### src/rtl/efsad_pkg.sv
// Shared constants, types and functions of the encoder frame sync angle decoder.
package efsad_pkg;

    localparam int FRAME_BYTES = 9;
    localparam int PTR_W       = $clog2(FRAME_BYTES);
    localparam int FRAME_LEN   = 9;
    localparam int CRC_LEN     = 7;
    localparam int OFS_W       = $clog2(FRAME_LEN);

    localparam int ID_W     = 8;
    localparam int COUNT_W  = 18;
    localparam int ANGLE_W  = 19;
    localparam int RAW_W    = 32;
    localparam int ERR_W    = 16;
    localparam int CFG_IDX_W  = 2;
    localparam int CFG_DATA_W = 19;

    localparam logic [15:0] CRC_INIT = 16'hFFFF;
    localparam logic [15:0] CRC_POLY = 16'hA001;
    localparam logic [ANGLE_W-1:0] TURN_COUNTS = 19'h40000;

    localparam logic [CFG_IDX_W-1:0] CFG_DEVICE_ID     = 2'd0;
    localparam logic [CFG_IDX_W-1:0] CFG_ZERO_OFFSET   = 2'd1;
    localparam logic [CFG_IDX_W-1:0] CFG_REVERSE_DIR   = 2'd2;
    localparam logic [CFG_IDX_W-1:0] CFG_INITIAL_ANGLE = 2'd3;

    typedef struct packed {
        logic [ID_W-1:0]    device_id;
        logic [COUNT_W-1:0] zero_offset;
        logic               reverse_dir;
    } cfg_t;

    typedef struct packed {
        logic start;
        logic step;
        logic check_lo;
    } crc_ctl_t;

    typedef struct packed {
        logic               frame_found;
        logic [7:0]         function_code;
        logic [7:0]         data_length;
        logic [RAW_W-1:0]   raw_position;
        logic [ANGLE_W-1:0] angle_counts;
        logic [ERR_W-1:0]   error_count;
    } result_t;

    function automatic logic [15:0] crc_byte(input logic [15:0] crc_in,
                                             input logic [7:0] data);
        logic [15:0] c;
        c = crc_in ^ {8'h00, data};
        for (int b = 0; b < 8; b++) begin
            c = c[0] ? ((c >> 1) ^ CRC_POLY) : (c >> 1);
        end
        return c;
    endfunction

    function automatic logic [PTR_W-1:0] ptr_inc(input logic [PTR_W-1:0] p);
        return (p == PTR_W'(FRAME_BYTES - 1)) ? '0 : p + 1'b1;
    endfunction

endpackage

### src/rtl/efsad_ring.sv
// Circular receive buffer with write pointer, per-entry valid bits and registered read.
module efsad_ring (
    input  logic                       aclk,
    input  logic                       aresetn,
    input  logic                       wr_en,
    input  logic [7:0]                 wr_data,
    input  logic [efsad_pkg::PTR_W-1:0] rd_addr,
    output logic [7:0]                 rd_data
);
    import efsad_pkg::*;

    logic [7:0]             mem [FRAME_BYTES];
    logic [FRAME_BYTES-1:0] vld_reg;
    logic [PTR_W-1:0]       wr_ptr_reg;
    logic [7:0]             rd_mem_reg;
    logic                   rd_vld_reg;

    always_ff @(posedge aclk) begin
        if (wr_en) begin
            mem[wr_ptr_reg] <= wr_data;
        end
        rd_mem_reg <= mem[rd_addr];
    end

    always_ff @(posedge aclk) begin
        if (!aresetn) begin
            vld_reg    <= '0;
            wr_ptr_reg <= '0;
            rd_vld_reg <= 1'b0;
        end else begin
            if (wr_en) begin
                vld_reg[wr_ptr_reg] <= 1'b1;
                wr_ptr_reg          <= ptr_inc(wr_ptr_reg);
            end
            rd_vld_reg <= vld_reg[rd_addr];
        end
    end

    assign rd_data = rd_vld_reg ? rd_mem_reg : 8'h00;

endmodule

### src/rtl/efsad_crc.sv
// Shared CRC-16 unit that folds one byte per cycle and checks the received CRC.
module efsad_crc (
    input  logic                aclk,
    input  efsad_pkg::crc_ctl_t ctl,
    input  logic [7:0]          data,
    output logic                match
);
    import efsad_pkg::*;

    logic [15:0] crc_reg;
    logic        lo_ok_reg;

    always_ff @(posedge aclk) begin
        if (ctl.start) begin
            crc_reg <= crc_byte(CRC_INIT, data);
        end else if (ctl.step) begin
            crc_reg <= crc_byte(crc_reg, data);
        end
        if (ctl.check_lo) begin
            lo_ok_reg <= (data == crc_reg[7:0]);
        end
    end

    assign match = lo_ok_reg && (data == crc_reg[15:8]);

endmodule

### src/rtl/efsad_scan.sv
// Scan sequencer that walks the ring, checks frames and decodes the angle.
module efsad_scan (
    input  logic                        aclk,
    input  logic                        aresetn,
    input  logic                        start,
    output logic                        idle,
    input  efsad_pkg::cfg_t             cfg,
    input  logic                        held_load,
    input  logic [efsad_pkg::ANGLE_W-1:0] held_value,
    output logic [efsad_pkg::PTR_W-1:0] rd_addr,
    input  logic [7:0]                  rd_data,
    output logic                        res_valid,
    input  logic                        res_ready,
    output efsad_pkg::result_t          res
);
    import efsad_pkg::*;

    localparam logic [2:0] ST_IDLE = 3'd0;
    localparam logic [2:0] ST_HDR  = 3'd1;
    localparam logic [2:0] ST_BYTE = 3'd2;
    localparam logic [2:0] ST_ANG  = 3'd3;
    localparam logic [2:0] ST_HOLD = 3'd4;
    localparam logic [2:0] ST_DONE = 3'd5;

    logic [2:0]         state_reg, state_next;
    logic [PTR_W-1:0]   pos_reg, pos_next;
    logic [PTR_W-1:0]   a_reg;
    logic [PTR_W-1:0]   n_reg, n_next;
    logic [OFS_W-1:0]   k_reg, k_next;
    logic [PTR_W-1:0]   scan_start_reg, scan_start_next;
    logic               found_reg, found_next;
    logic [7:0]         fc_reg, fc_next;
    logic [7:0]         dl_reg, dl_next;
    logic [RAW_W-1:0]   raw_reg, raw_next;
    logic [COUNT_W-1:0] t_reg;
    logic [ANGLE_W-1:0] held_reg;
    logic [ERR_W-1:0]   fail_cnt_reg, fail_cnt_next;
    logic               last_pos;
    logic               crc_match;
    crc_ctl_t           crc_ctl;

    efsad_crc u_crc (
        .aclk  (aclk),
        .ctl   (crc_ctl),
        .data  (rd_data),
        .match (crc_match)
    );

    assign last_pos = (n_reg == PTR_W'(FRAME_BYTES - 1));

    always_comb begin
        state_next      = state_reg;
        pos_next        = pos_reg;
        n_next          = n_reg;
        k_next          = k_reg;
        scan_start_next = scan_start_reg;
        found_next      = found_reg;
        fc_next         = fc_reg;
        dl_next         = dl_reg;
        raw_next        = raw_reg;
        fail_cnt_next   = fail_cnt_reg;
        rd_addr         = ptr_inc(a_reg);
        crc_ctl         = '0;
        unique case (state_reg)
            ST_IDLE: begin
                rd_addr = scan_start_reg;
                if (start) begin
                    pos_next   = scan_start_reg;
                    n_next     = '0;
                    found_next = 1'b0;
                    state_next = ST_HDR;
                end
            end
            ST_HDR: begin
                if (rd_data == cfg.device_id) begin
                    crc_ctl.start = 1'b1;
                    k_next        = OFS_W'(1);
                    state_next    = ST_BYTE;
                end else if (last_pos) begin
                    fail_cnt_next = fail_cnt_reg + 1'b1;
                    state_next    = ST_DONE;
                end else begin
                    n_next   = n_reg + 1'b1;
                    pos_next = ptr_inc(pos_reg);
                end
            end
            ST_BYTE: begin
                k_next = k_reg + 1'b1;
                if (k_reg < OFS_W'(CRC_LEN)) begin
                    crc_ctl.step = 1'b1;
                    if (k_reg == OFS_W'(1)) begin
                        fc_next = rd_data;
                    end else if (k_reg == OFS_W'(2)) begin
                        dl_next = rd_data;
                    end else begin
                        raw_next = {raw_reg[RAW_W-9:0], rd_data};
                    end
                end else if (k_reg == OFS_W'(CRC_LEN)) begin
                    crc_ctl.check_lo = 1'b1;
                end else begin
                    if (crc_match) begin
                        found_next      = 1'b1;
                        scan_start_next = pos_reg;
                        state_next      = ST_ANG;
                    end else if (last_pos) begin
                        fail_cnt_next = fail_cnt_reg + 1'b1;
                        state_next    = ST_DONE;
                    end else begin
                        rd_addr    = ptr_inc(pos_reg);
                        n_next     = n_reg + 1'b1;
                        pos_next   = ptr_inc(pos_reg);
                        state_next = ST_HDR;
                    end
                end
            end
            ST_ANG: begin
                state_next = ST_HOLD;
            end
            ST_HOLD: begin
                state_next = ST_DONE;
            end
            ST_DONE: begin
                if (res_ready) begin
                    state_next = ST_IDLE;
                end
            end
            default: begin
                state_next = ST_IDLE;
            end
        endcase
    end

    always_ff @(posedge aclk) begin
        if (!aresetn) begin
            state_reg      <= ST_IDLE;
            scan_start_reg <= '0;
            fail_cnt_reg   <= '0;
            held_reg       <= '0;
        end else begin
            state_reg      <= state_next;
            scan_start_reg <= scan_start_next;
            fail_cnt_reg   <= fail_cnt_next;
            if (held_load) begin
                held_reg <= held_value;
            end else if (state_reg == ST_HOLD) begin
                held_reg <= cfg.reverse_dir ? (TURN_COUNTS - {1'b0, t_reg}) : {1'b0, t_reg};
            end
        end
    end

    always_ff @(posedge aclk) begin
        pos_reg   <= pos_next;
        a_reg     <= rd_addr;
        n_reg     <= n_next;
        k_reg     <= k_next;
        found_reg <= found_next;
        fc_reg    <= fc_next;
        dl_reg    <= dl_next;
        raw_reg   <= raw_next;
        if (state_reg == ST_ANG) begin
            t_reg <= raw_reg[COUNT_W-1:0] - cfg.zero_offset;
        end
    end

    assign idle      = (state_reg == ST_IDLE);
    assign res_valid = (state_reg == ST_DONE);

    always_comb begin
        res.frame_found   = found_reg;
        res.function_code = found_reg ? fc_reg : 8'h00;
        res.data_length   = found_reg ? dl_reg : 8'h00;
        res.raw_position  = found_reg ? raw_reg : '0;
        res.angle_counts  = held_reg;
        res.error_count   = fail_cnt_reg;
    end

    a_start_in_range: assert property (@(posedge aclk) disable iff (!aresetn)
        scan_start_reg < PTR_W'(FRAME_BYTES))
        else $error("scan start left the ring");

    a_byte_offset: assert property (@(posedge aclk) disable iff (!aresetn)
        (state_reg == ST_BYTE) |-> (k_reg >= OFS_W'(1) && k_reg <= OFS_W'(FRAME_LEN - 1)))
        else $error("frame byte offset out of range");

    a_hdr_addr: assert property (@(posedge aclk) disable iff (!aresetn)
        (state_reg == ST_HDR) |-> (a_reg == pos_reg && n_reg < PTR_W'(FRAME_BYTES)))
        else $error("header read does not match scan position");

    a_fail_count: assert property (@(posedge aclk) disable iff (!aresetn)
        $rose(res_valid) && !found_reg |-> fail_cnt_reg == $past(fail_cnt_reg) + 1'b1)
        else $error("failed scan did not advance error count");

endmodule

### src/rtl/encoder_frame_sync_angle_decoder.sv
// Top level of the encoder frame sync angle decoder: ports, configuration and output register.
// A stored byte is written into the ring and yields no result; s_ready stays high.
// A scan command tries the ring positions in turn, comparing each header byte with the device ID;
// on a match the shared CRC unit folds the frame one byte per cycle and checks the received CRC.
// A found frame then passes the angle states; s_ready returns once the result is registered.
// Synchronous active-low reset clears ring, pointers, error count and config, device ID to 1.
module encoder_frame_sync_angle_decoder (
    input  logic                             aclk,
    input  logic                             aresetn,
    input  logic                             s_valid,
    output logic                             s_ready,
    input  logic                             s_command,
    input  logic [7:0]                       s_rx_byte,
    output logic                             m_valid,
    input  logic                             m_ready,
    output logic                             m_frame_found,
    output logic [7:0]                       m_function_code,
    output logic [7:0]                       m_data_length,
    output logic [efsad_pkg::RAW_W-1:0]      m_raw_position,
    output logic [efsad_pkg::ANGLE_W-1:0]    m_angle_counts,
    output logic [efsad_pkg::ERR_W-1:0]      m_error_count,
    input  logic                             cfg_wr_en,
    input  logic [efsad_pkg::CFG_IDX_W-1:0]  cfg_index,
    input  logic [efsad_pkg::CFG_DATA_W-1:0] cfg_wr_data
);
    import efsad_pkg::*;

    cfg_t             cfg_reg;
    logic             held_load;
    logic             scan_idle;
    logic             s_xfer;
    logic [PTR_W-1:0] rd_addr;
    logic [7:0]       rd_data;
    logic             res_valid;
    logic             res_ready;
    result_t          res;
    result_t          out_reg;
    logic             m_valid_reg;

    assign s_ready   = scan_idle;
    assign s_xfer    = s_valid && s_ready;
    assign held_load = cfg_wr_en && (cfg_index == CFG_INITIAL_ANGLE);
    assign res_ready = !m_valid_reg || m_ready;

    always_ff @(posedge aclk) begin
        if (!aresetn) begin
            cfg_reg.device_id   <= ID_W'(1);
            cfg_reg.zero_offset <= '0;
            cfg_reg.reverse_dir <= 1'b0;
        end else if (cfg_wr_en) begin
            unique case (cfg_index)
                CFG_DEVICE_ID:     cfg_reg.device_id   <= cfg_wr_data[ID_W-1:0];
                CFG_ZERO_OFFSET:   cfg_reg.zero_offset <= cfg_wr_data[COUNT_W-1:0];
                CFG_REVERSE_DIR:   cfg_reg.reverse_dir <= cfg_wr_data[0];
                CFG_INITIAL_ANGLE: ;
                default: ;
            endcase
        end
    end

    efsad_ring u_ring (
        .aclk    (aclk),
        .aresetn (aresetn),
        .wr_en   (s_xfer && !s_command),
        .wr_data (s_rx_byte),
        .rd_addr (rd_addr),
        .rd_data (rd_data)
    );

    efsad_scan u_scan (
        .aclk       (aclk),
        .aresetn    (aresetn),
        .start      (s_xfer && s_command),
        .idle       (scan_idle),
        .cfg        (cfg_reg),
        .held_load  (held_load),
        .held_value (cfg_wr_data[ANGLE_W-1:0]),
        .rd_addr    (rd_addr),
        .rd_data    (rd_data),
        .res_valid  (res_valid),
        .res_ready  (res_ready),
        .res        (res)
    );

    always_ff @(posedge aclk) begin
        if (!aresetn) begin
            m_valid_reg <= 1'b0;
        end else if (res_valid && res_ready) begin
            m_valid_reg <= 1'b1;
        end else if (m_ready) begin
            m_valid_reg <= 1'b0;
        end
    end

    always_ff @(posedge aclk) begin
        if (res_valid && res_ready) begin
            out_reg <= res;
        end
    end

    assign m_valid         = m_valid_reg;
    assign m_frame_found   = out_reg.frame_found;
    assign m_function_code = out_reg.function_code;
    assign m_data_length   = out_reg.data_length;
    assign m_raw_position  = out_reg.raw_position;
    assign m_angle_counts  = out_reg.angle_counts;
    assign m_error_count   = out_reg.error_count;

endmodule

### config.mk
export PLATFORM = sky130hd
export DESIGN_NAME = encoder_frame_sync_angle_decoder
export DESIGN_NICKNAME = d
export VERILOG_FILES = /design/src/rtl/efsad_pkg.sv /design/src/rtl/efsad_ring.sv /design/src/rtl/efsad_crc.sv /design/src/rtl/efsad_scan.sv /design/src/rtl/encoder_frame_sync_angle_decoder.sv
export SDC_FILE = /design/constraint.sdc
export NUM_CORES = 1
export LEC_CHECK = 0
export BUFFER_PORTS_ARGS = -buffer_cell sky130_fd_sc_hd__buf_4
export CAP_MARGIN = 10
export CORE_AREA = 2 2 162 164
export DETAILED_ROUTE_END_ITERATION = 10
export DIE_AREA = 0 0 164 166
export PLACE_DENSITY = 0.89
export SLEW_MARGIN = 20
export SYNTH_ARGS = -nofsm -noshare
export SYNTH_HDL_FRONTEND = slang
export SYNTH_SLANG_ARGS = --single-unit
export TNS_END_PERCENT = 10
### constraint.sdc
create_clock -name aclk -period 7.23 [get_ports aclk]
set_input_delay 1.446 -clock aclk [delete_from_list [all_inputs] [get_ports aclk]]
set_output_delay 1.446 -clock aclk [all_outputs]
set_load 0.01 [all_outputs]
==> out/metrics.cfg <==
[routing]
viasPerCell = 5.68
drt_first_pass_iters = 6
drt-initial-drc-count = 717
drtAntennaViolNets = 0
routedWlPerCell_um = 18.2
remaining_drc_errors = 0
routed_wl_mm = 31.2
via_count = 9709

[global_routing]
met1_usage = 0.279
globalRouteMet3Util = 0.0352
grt_use_met2 = 0.423
antenna_found_initial = 0
grt_usage = 0.233
top_usage_layer = met2
grt_max_degree = 74
grt_pass1_vias = 9757
grt_pass1_wl_mm = 49.9
overflow = 0

[final_layout]
nFillCells = 1716
area_growth_pct = 15.7
nets = 1417
antenna_cells = 0
largest_reg_flops = 72
drive_gt1_frac = 0.151

[die]
io_pins = 121
die_x_um = 164
start_util = 0.587
core_mm2 = 0.0256
fp.dieH_um = 166
dieArea_mm2 = 0.0272
rows = 59

[status]
run_status = complete, no violations

[setup_path]
r2r_start = u_ring.rd_vld_reg$_SDFF_PN0_
path_cells = inv_1, a2111oi_0, a21oi_1, nor3_2, o22a_1, and2_4, mux4_2, a21oi_1, a21oi_1
required_ns = 7.61
crit_family = compound AO/OA/AOI/OAI gates
path_class = reg2reg
cpPeakStageDelay_ns = 0.76
cp-end-kind = flop
critPathMostFrequentCell = a21oi_1
start_kind = flop
path_max_fanout = 38
arrival_ns = 4.00
crit_buf_inv = 1
worst_path_max_delay_cell = dfxtp_1
cp-startpoint = u_ring.rd_vld_reg$_SDFF_PN0_

[synthesis]
yosysMostFrequentCell = edfxtp_1
synth_mux_area_frac = 0.0480
yosys.area_share.simple = 0.127
ys_types = 69
synth_area_mm2 = 0.0150
synth_edf_count = 252
syn-num-nets = 1301
synth_warnings = 0
synth_cells = 1230
synthAdderAreaFrac = 0.0305
synthTopCellsByCount = edfxtp_1, nor2_1, nand2_1
synth_flop_cell = edfxtp_1
postSynth.asyncResetShare = 0
synth_top_family_by_area = simple AND/OR/NAND/NOR gates
synth_xor_area_frac = 0.0542
synth_compound_area_frac = 0.0792
synth_top_area_share = 0.503
synth.area.top_cells = edfxtp_1, dfxtp_1, mux2i_1
ys_seq_elements = 348
synth_top_area_cell = edfxtp_1
yosysSeqAreaShare = 0.631
synth_area_per_cell_um2 = 12.2

[timing]
period_share = 0.501
setup_viol = 0
fin_crit_ns = 3.62
fin_skew_ns = 0.0227
grt_setup_unrepaired = false
holdWs_ns = 0.429
fmax_mhz = 276
finalMaxSlewViolations = 0
hold_viol = 0
max_slew_margin = 0.411
tightest_slew_ns = 0.879
fin_setup_tns_ns = 0

[clocking]
cts_tree = built
cts_root_buffer = clkbuf_16
cts.reportedPaths.clkPinSlew_ns = 0.06
cts_hold_buffers = 0
insertion_delay_ns = 0.52
clock-sinks = 348
ctsResizeCount = 0
clockBufferDepth = 3
cts_inserted_buffers = 37
cts_setup_buffers = 0
h-tree-depth = 2

[power_and_ir_drop]
p_leak_nw = 6.31
finalPower_mw = 4.61
p_per_area_mw_per_mm2 = 265
vdd_ir_drop_max_v = 0.000254

[placement]
place_congestion = 0.877
io_buffers = 120
dp_hpwl_mm = 20.8

[worst_hold_path]
hold_path.startpoint = u_scan.held_reg[2]$_SDFFE_PN0P_
hold_class = reg2reg

[run]
drv_cap = 0

[power breakdown]
group          switching, mW  total (mW)  internal (mW)  leakage, nW
combinational          0.290       0.531          0.241         2.65
clock                  0.733        1.79           1.06        0.576
sequential            0.0770        2.28           2.21         3.08
[final timing paths]
check / to / slack [ns] / depth (start not counted)
worst max-delay path: u_ring.rd_vld_reg$_SDFF_PN0_ / 3.61 / 9
worst min-delay path: m_angle_counts[2]$_DFFE_PP_ / 0.43 / 0
worst max register to register: u_ring.rd_vld_reg$_SDFF_PN0_ / 3.61 / 9
worst min register to register: m_angle_counts[2]$_DFFE_PP_ / 0.43 / 0
[per-layer routing]
metal / share of wire / vias to the layer above
met2: 0.53 / 325
met4: 0.032 / 0
met3: 0.054 / 82
li1: - / 4605
met1: 0.38 / 4697
met5: 0 / -
[area by class of cell]
cell class / instances / area, µm² / share of cell area
clock inverters: 13 / 70.1 / 0.00403
inverters: 60 / 226 / 0.0130
multi-input cells: 772 / 5130 / 0.295
well taps: 335 / 419 / 0.0241
flip-flops and latches: 348 / 9490 / 0.546
clock buffers: 55 / 1100 / 0.0634
repair buffers: 127 / 953 / 0.0548
[metrics by stage]
| stage | setup WS (ns) | utilization | instances | area (µm²) |
|---|---|---|---|---|
| final | 3.61 | 0.679 | 1710 | 17400 |
| after global routing | 3.26 | 0.679 | 1710 | 17400 |
| after CTS | 3.62 | 0.679 | 1710 | 17400 |
| after detailed placement | 3.67 | 0.633 | 1642 | 16200 |
| after global placement | 3.79 | 0.633 | 1642 | 16200 |
| after floorplan | 1.39 | - | 1230 | 15000 |
[kinds of logic after synthesis]
kind of cell / after synthesis
AND/OR/NAND/NOR: 389
buffers and inverters: 110
multiplexers: 70
AO/OA/AOI/OAI: 184
flip-flops: 348
adder cells (fa/ha/maj): 36
XOR/XNOR: 93
[cell usage in the layout, fill, tap and decap left out, types with 10 or more instances in the layout]
cell,Yosys,routed
ha_1,35,35
dfxtp_1,96,96
clkbuf_1,36,11
nand2_1,107,107
mux2i_1,62,62
a21oi_1,71,71
and2_1,70,70
nor3_1,18,16
buf_4,2,127
nand2b_1,10,10
clkbuf_16,0,41
nand3_1,14,14
a211oi_1,20,20
xor2_1,41,41
xnor2_1,52,52
o21ai_0,26,26
inv_1,58,58
nor2_1,113,113
edfxtp_1,252,252
Note: power is estimated with default switching activity, not from simulation.
